$ cat config.mk
export PLATFORM = sky130hd
export DESIGN_NAME = mvm_ctrl
export DESIGN_NICKNAME = d
export VERILOG_FILES = /design/src/mvm_pkg.sv /design/src/mvm_ctrl.sv
export SDC_FILE = /design/constraint.sdc
export NUM_CORES = 1
export LEC_CHECK = 0
export BUFFER_PORTS_ARGS = -buffer_cell sky130_fd_sc_hd__buf_2
export CAP_MARGIN = 10
export CORE_MARGIN = 2
export CORE_UTILIZATION = 50
export CTS_CLUSTER_DIAMETER = 200
export DETAILED_ROUTE_END_ITERATION = 8
export GPL_TIMING_DRIVEN = 0
export PLACE_DENSITY = 0.74
export SYNTH_ARGS = -nofsm -noshare
export SYNTH_HDL_FRONTEND = slang
export SYNTH_SLANG_ARGS = --single-unit
$ cat constraint.sdc
create_clock -name clk_i -period 6.9 [get_ports clk_i]
set_input_delay 1.38 -clock clk_i [delete_from_list [all_inputs] [get_ports clk_i]]
set_output_delay 1.38 -clock clk_i [all_outputs]
set_load 0.01 [all_outputs]
$ cat src/mvm_pkg.sv
// Shared widths, command codes, state and control types for the matrix-vector multiplier.
package mvm_pkg;

  localparam int CMD_W  = 2;
  localparam int IDX_W  = 6;
  localparam int VAL_W  = 16;
  localparam int LEN_W  = 7;
  localparam int PROD_W = 32;
  localparam int SUM_W  = 38;

  localparam logic [LEN_W-1:0] LEN_RESET = 7'd64;

  typedef enum logic [CMD_W-1:0] {
    CMD_LOAD_WEIGHT = 2'd0,
    CMD_LOAD_INPUT  = 2'd1,
    CMD_COMPUTE     = 2'd2
  } cmd_e;

  typedef enum logic [1:0] {
    ST_IDLE,
    ST_MAC,
    ST_DRAIN,
    ST_EMIT
  } state_e;

  typedef struct packed {
    logic             wr_weight;
    logic             wr_input;
    logic             acc_clr;
    logic             rd_en;
    logic             emit;
    logic             emit_last;
    logic [IDX_W-1:0] emit_row;
  } dp_cmd_t;

  typedef struct packed {
    logic out_free;
    logic pipe_busy;
  } dp_status_t;

endpackage

$ cat src/mvm_ctrl.sv
// Controller: decodes input words and sequences the column sweep, drain and result emission.
module mvm_ctrl import mvm_pkg::*; #(
  parameter int MAX_N = 64
) (
  input  logic                     clk_i,
  input  logic                     rst_ni,
  input  logic [$clog2(MAX_N+1)-1:0] len_i,
  input  logic                     in_valid_i,
  input  logic [CMD_W-1:0]         in_cmd_i,
  input  logic [IDX_W-1:0]         in_row_i,
  input  logic [IDX_W-1:0]         in_col_i,
  output logic                     in_ready_o,
  input  dp_status_t               status_i,
  output dp_cmd_t                  dp_cmd_o,
  output logic [((MAX_N > 1) ? $clog2(MAX_N) : 1)-1:0] rd_addr_o
);

  localparam int CNT_W  = $clog2(MAX_N + 1);
  localparam int ADDR_W = (MAX_N > 1) ? $clog2(MAX_N) : 1;
  localparam int CMP_W  = (CNT_W > IDX_W) ? CNT_W : IDX_W;

  state_e           state_q, state_d;
  logic [CNT_W-1:0] n_q, n_d;
  logic [CNT_W-1:0] col_q, col_d;
  logic [CNT_W-1:0] row_q, row_d;
  logic             row_ok, col_ok;
  logic             col_end, row_end;

  assign row_ok  = CMP_W'(in_row_i) < CMP_W'(MAX_N);
  assign col_ok  = CMP_W'(in_col_i) < CMP_W'(MAX_N);
  assign col_end = (col_q == (n_q - CNT_W'(1)));
  assign row_end = (row_q == (n_q - CNT_W'(1)));

  always_ff @(posedge clk_i or negedge rst_ni) begin
    if (!rst_ni) begin
      state_q <= ST_IDLE;
      n_q     <= CNT_W'(1);
      col_q   <= '0;
      row_q   <= '0;
    end else begin
      state_q <= state_d;
      n_q     <= n_d;
      col_q   <= col_d;
      row_q   <= row_d;
    end
  end

  always_comb begin
    state_d = state_q;
    case (state_q)
      ST_IDLE: begin
        if (in_valid_i && (in_cmd_i == CMD_COMPUTE)) state_d = ST_MAC;
      end
      ST_MAC: begin
        if (col_end) state_d = ST_DRAIN;
      end
      ST_DRAIN: begin
        if (!status_i.pipe_busy) state_d = ST_EMIT;
      end
      ST_EMIT: begin
        if (status_i.out_free && row_end) state_d = ST_IDLE;
      end
      default: state_d = ST_IDLE;
    endcase
  end

  always_comb begin
    dp_cmd_o   = '0;
    in_ready_o = 1'b0;
    n_d        = n_q;
    col_d      = col_q;
    row_d      = row_q;
    rd_addr_o  = ADDR_W'(col_q);
    case (state_q)
      ST_IDLE: begin
        in_ready_o = 1'b1;
        col_d      = '0;
        row_d      = '0;
        if (in_valid_i) begin
          // drop loads whose index falls outside the array
          if ((in_cmd_i == CMD_LOAD_WEIGHT) && row_ok && col_ok) dp_cmd_o.wr_weight = 1'b1;
          if ((in_cmd_i == CMD_LOAD_INPUT) && col_ok) dp_cmd_o.wr_input = 1'b1;
          if (in_cmd_i == CMD_COMPUTE) begin
            dp_cmd_o.acc_clr = 1'b1;
            n_d              = len_i;
          end
        end
      end
      ST_MAC: begin
        dp_cmd_o.rd_en = 1'b1;
        col_d          = col_q + CNT_W'(1);
      end
      ST_DRAIN: begin
      end
      ST_EMIT: begin
        if (status_i.out_free) begin
          dp_cmd_o.emit      = 1'b1;
          dp_cmd_o.emit_last = row_end;
          dp_cmd_o.emit_row  = IDX_W'(row_q);
          row_d              = row_q + CNT_W'(1);
        end
      end
      default: begin
      end
    endcase
  end

endmodule

==> impl_results.html <==
<table>
<tr><th>Metric</th><th>Value</th></tr>
<tr><th colspan="2">Global routing</th></tr>
<tr><td>Vias in the first global route</td><td>1272</td></tr>
<tr><td>Antenna violations before repair</td><td>0</td></tr>
<tr><td>Maximum number of pins on one net before global-route repair</td><td>24</td></tr>
<tr><td>Global route overflow</td><td>0</td></tr>
<tr><td>Total Routing Usage GR</td><td>0.198</td></tr>
<tr><td>Wire length of the first global-routing pass</td><td>5460 um</td></tr>
<tr><th colspan="2">Routing</th></tr>
<tr><td>DR vias/cell</td><td>5.16</td></tr>
<tr><td>Total length of routed wires</td><td>3230 um</td></tr>
<tr><td>DR vias</td><td>1336</td></tr>
<tr><td>Antenna Violating Nets Remaining</td><td>0</td></tr>
<tr><td>Detailed-router iteration count before antenna repair</td><td>4</td></tr>
<tr><td>Initial DRC count</td><td>36</td></tr>
<tr><td>Routed length per placed instance</td><td>12.5 um</td></tr>
<tr><td>DRC Markers</td><td>0</td></tr>
<tr><th colspan="2">Setup path</th></tr>
<tr><td>Worst reg2reg path startpoint</td><td>n_q[0]</td></tr>
<tr><td>Buf/Inv on CP</td><td>2</td></tr>
<tr><td>Series of cell instances along the critical path</td><td>inv_1, ha_1, xor2_1, o21a_1, a211oi_2, o211ai_2, nor2_1, buf_2</td></tr>
<tr><td>Data arrival time of the critical path</td><td>2270 ps</td></tr>
<tr><td>Type of element capturing the critical path</td><td>output port</td></tr>
<tr><td>Worst Path Required</td><td>5520 ps</td></tr>
<tr><td>Maximum fanout along the worst path</td><td>4</td></tr>
<tr><td>Critical Setup Path Class</td><td>flop to output port</td></tr>
<tr><td>Max incr delay on CP</td><td>630 ps</td></tr>
<tr><td>Startpoint Class</td><td>flop</td></tr>
<tr><td>Largest delay contributor family on the critical path</td><td>flip-flops</td></tr>
<tr><td>Critical-path top delay cell</td><td>sky130_fd_sc_hd__dfstp_2</td></tr>
<tr><td>Source of the critical timing path</td><td>n_q[0]</td></tr>
<tr><th colspan="2">Floorplan</th></tr>
<tr><td>Die area</td><td>3670 um2</td></tr>
<tr><td>Number of top-level pins</td><td>45</td></tr>
<tr><td>Site Rows</td><td>20</td></tr>
<tr><td>CORE AREA</td><td>3050 um2</td></tr>
<tr><td>Effective utilization at floorplan</td><td>0.524</td></tr>
<tr><td>Die boundary height</td><td>60.6 um</td></tr>
<tr><td>Floorplan die width</td><td>60.6 um</td></tr>
<tr><th colspan="2">Outcome</th></tr>
<tr><td>Run status</td><td>finished clean</td></tr>
<tr><th colspan="2">Logic synthesis</th></tr>
<tr><td>Synthesized-area fraction occupied by and/or/nand/nor cells</td><td>0.252</td></tr>
<tr><td>Fraction of the mapped netlist area in adder cells</td><td>0.0548</td></tr>
<tr><td>Synthesized-area fraction occupied by ao, oa, aoi and oai cells</td><td>0.131</td></tr>
<tr><td>Synthesized area</td><td>1600 um2</td></tr>
<tr><td>Fraction of synthesized cell area in xor and xnor cells</td><td>0.116</td></tr>
<tr><td>Seq/Total Area, Yosys</td><td>0.361</td></tr>
<tr><td>Net Count, Synth</td><td>212</td></tr>
<tr><td>Fraction of synthesized area in multiplexers</td><td>0.0266</td></tr>
<tr><td>Count of state elements after synthesis</td><td>23</td></tr>
<tr><td>Largest family of logic cells by synthesized area</td><td>simple AND/OR/NAND/NOR gates</td></tr>
<tr><td>Syn. warnings</td><td>0</td></tr>
<tr><td>Number of distinct standard cells referenced by the synthesized netlist</td><td>42</td></tr>
<tr><td>Mean cell area of the mapped netlist</td><td>8.93 um2</td></tr>
<tr><td>Synthesized netlist cell count</td><td>179</td></tr>
<tr><th colspan="2">Layout</th></tr>
<tr><td>Number of nets in the layout</td><td>249</td></tr>
<tr><td>Filler instances</td><td>295</td></tr>
<tr><td>Top library cells by usage in the layout, fill and taps aside</td><td>33 x sky130_fd_sc_hd__buf_2, 30 x sky130_fd_sc_hd__nand2_1, 22 x sky130_fd_sc_hd__dfrtp_1</td></tr>
<tr><td>Share of the core filled with cells</td><td>0.603</td></tr>
<tr><td>Post-synthesis to final-layout area growth</td><td>15.2%</td></tr>
<tr><td>Share of final-layout standard cells stronger than drive strength 1</td><td>0.242</td></tr>
<tr><td>Most frequent standard cell in the layout excluding fill and tap cells</td><td>sky130_fd_sc_hd__buf_2</td></tr>
<tr><td>Ant diodes</td><td>0</td></tr>
<tr><th colspan="2">Clocking</th></tr>
<tr><td>Clock tree from TritonCTS</td><td>yes</td></tr>
<tr><td>H-tree lvl count</td><td>1</td></tr>
<tr><td>Post-CTS setup buffer count</td><td>0</td></tr>
<tr><td>Maximum clock insertion buffer count</td><td>2</td></tr>
<tr><td>Clock insertion delay at the later pin of the skew report</td><td>310 ps</td></tr>
<tr><td>Number of sinks handled by clock tree synthesis</td><td>23</td></tr>
<tr><td>Clock-pin slew on the worst setup and hold paths</td><td>130 ps</td></tr>
<tr><td>Hold buffer count at cts</td><td>0</td></tr>
<tr><td>CTS Root Cell</td><td>sky130_fd_sc_hd__clkbuf_4</td></tr>
<tr><td>Total clock buffers created by CTS</td><td>3</td></tr>
<tr><td>Number of instances resized during post-cts repair</td><td>0</td></tr>
<tr><th colspan="2">STA</th></tr>
<tr><td>Worst relative slew slack</td><td>0.664</td></tr>
<tr><td>Final hold violation count</td><td>0</td></tr>
<tr><td>Setup repair after global routing missed its margin</td><td>false</td></tr>
<tr><td>Endpoints failing setup</td><td>0</td></tr>
<tr><td>Fin. max-slew vios</td><td>0</td></tr>
<tr><td>Ratio of final minimum period to clock period</td><td>0.529</td></tr>
<tr><td>Max Clk Rate</td><td>274 MHz</td></tr>
<tr><td>Setup TNS</td><td>0 ps</td></tr>
<tr><td>Shortest clock period the worst path allows after layout</td><td>3650 ps</td></tr>
<tr><td>Worst-case clock skew</td><td>0.879 ps</td></tr>
<tr><td>Transition time at the pin with the least slew margin</td><td>504 ps</td></tr>
<tr><th colspan="2">Flow run</th></tr>
<tr><td>Number of maximum-capacitance violations</td><td>0</td></tr>
<tr><th colspan="2">Placed design</th></tr>
<tr><td>Port buffer count</td><td>32</td></tr>
<tr><td>HPWL reported at the end of detailed placement</td><td>2560 um</td></tr>
<tr><td>Routability cong.</td><td>0.823</td></tr>
<tr><th colspan="2">Worst hold path</th></tr>
<tr><td>Worst hold start</td><td>row_q[4]</td></tr>
<tr><td>Min-delay worst type</td><td>flop to flop</td></tr>
<tr><th colspan="2">Pwr</th></tr>
<tr><td>Cell leakage power</td><td>0.937 nW</td></tr>
<tr><td>Pwr Density</td><td>370 nW/um2</td></tr>
<tr><td>Worst IR drop on VDD</td><td>157 uV</td></tr>
</table>
-- synth_stat cells, drive strengths merged --
cell,n,area [um2]
nor3,3,26.3
and2b,1,7.51
a31oi,2,12.5
o21ai,16,80.1
o22ai,1,12.5
a22o,2,17.5
a22oi,1,7.51
nor2b,6,40.0
clkinv,1,3.75
a211oi,1,12.5
inv,8,30.0
mux2i,2,20.0
and4b,1,10.0
dfstp,1,26.3
xnor2,9,78.8
nand2,30,113
nand2b,4,25.0
clkbuf,3,11.3
o211ai,2,20.0
nand3,7,35.0
o21a,1,7.51
buf,7,50.0
and3b,2,21.3
and3,9,56.3
dfrtp,22,551
o31ai,2,15.0
mux2,2,22.5
a221oi,1,15.0
a32oi,1,8.76
nor3b,2,15.0
xnor3,2,45.0
nor2,11,41.3
xor2,7,61.3
ha,7,87.6
nand4,2,12.5
-- cells by family (layout without fill, tap and decap cells) --
kind of cell	count (synthesis)	after routing
buf+inv	19	55
compound gates	30	30
simple gates	78	78
flops	23	23
mux	4	4
fa+ha+maj	7	7
xor+xnor	18	18
-- power breakdown --
| part | switching, W | internal [W] | leakage, nW |
|---|---|---|---|
| Sequential | 0.0000569 | 0.000177 | 0.301 |
| Combinational | 0.000204 | 0.000180 | 0.618 |
| Clock | 0.0000416 | 0.0000217 | 0.0177 |
| Total | 0.000302 | 0.000379 | 0.937 |
-- registers in the layout, indices dropped and copies added, names as in the netlist --
name     count
col_q        7
n_q          7
row_q        7
state_q      2
-- metal layers --
layer / wire [um] / up-vias / global-route usage
li1: - / 676 / -
met1: 1440 / 632 / 0.235
met2: 1660 / 23 / 0.368
met3: 96 / 5 / 0.0320
met4: 35 / 0 / 0.0559
met5: 0 / - / 0
-- path summary, 6_finish.rpt --
| kind | slack [ps] | end | cells after the start |
|---|---|---|---|
| worst min-delay path | 560 | row_q[4] | 1 |
| worst max-delay path | 3250 | dp_cmd_o[6] | 8 |
| worst min register to register | 560 | row_q[4] | 1 |
| min in group asynchronous | 1010 | row_q[2] | 1 |
| worst max register to register | 4370 | state_q[1] | 8 |
| max in group asynchronous | 5520 | n_q[0] | 1 |
-- per-stage QoR --
stage	instance area [um2]	cells	hold WS (ps)	setup WS [ps]	power [W]
final	1840	259	558	3250	0.000681
after CTS	1840	259	549	3220	0.000687
after detailed placement	1810	255	527	3250	0.000621
after floorplan	1600	179	485	3570	0.000526
after global routing	1840	259	586	3120	0.000744
after global placement	1810	255	526	3270	0.000598
-- cell type report --
cell class                      count  area [um2]  area share
Inverter                            9        33.8      0.0183
Multi-Input combinational cell    137         927       0.503
Sequential cell                    23         577       0.313
Clock buffer                        3        22.5      0.0122
Timing Repair Buffer               32         160      0.0870
Buffer                             10        61.3      0.0333
Tap cell                           44        55.1      0.0299
Clock inverter                      1        5.00     0.00272
Note: power is estimated with default switching activity, not from simulation.
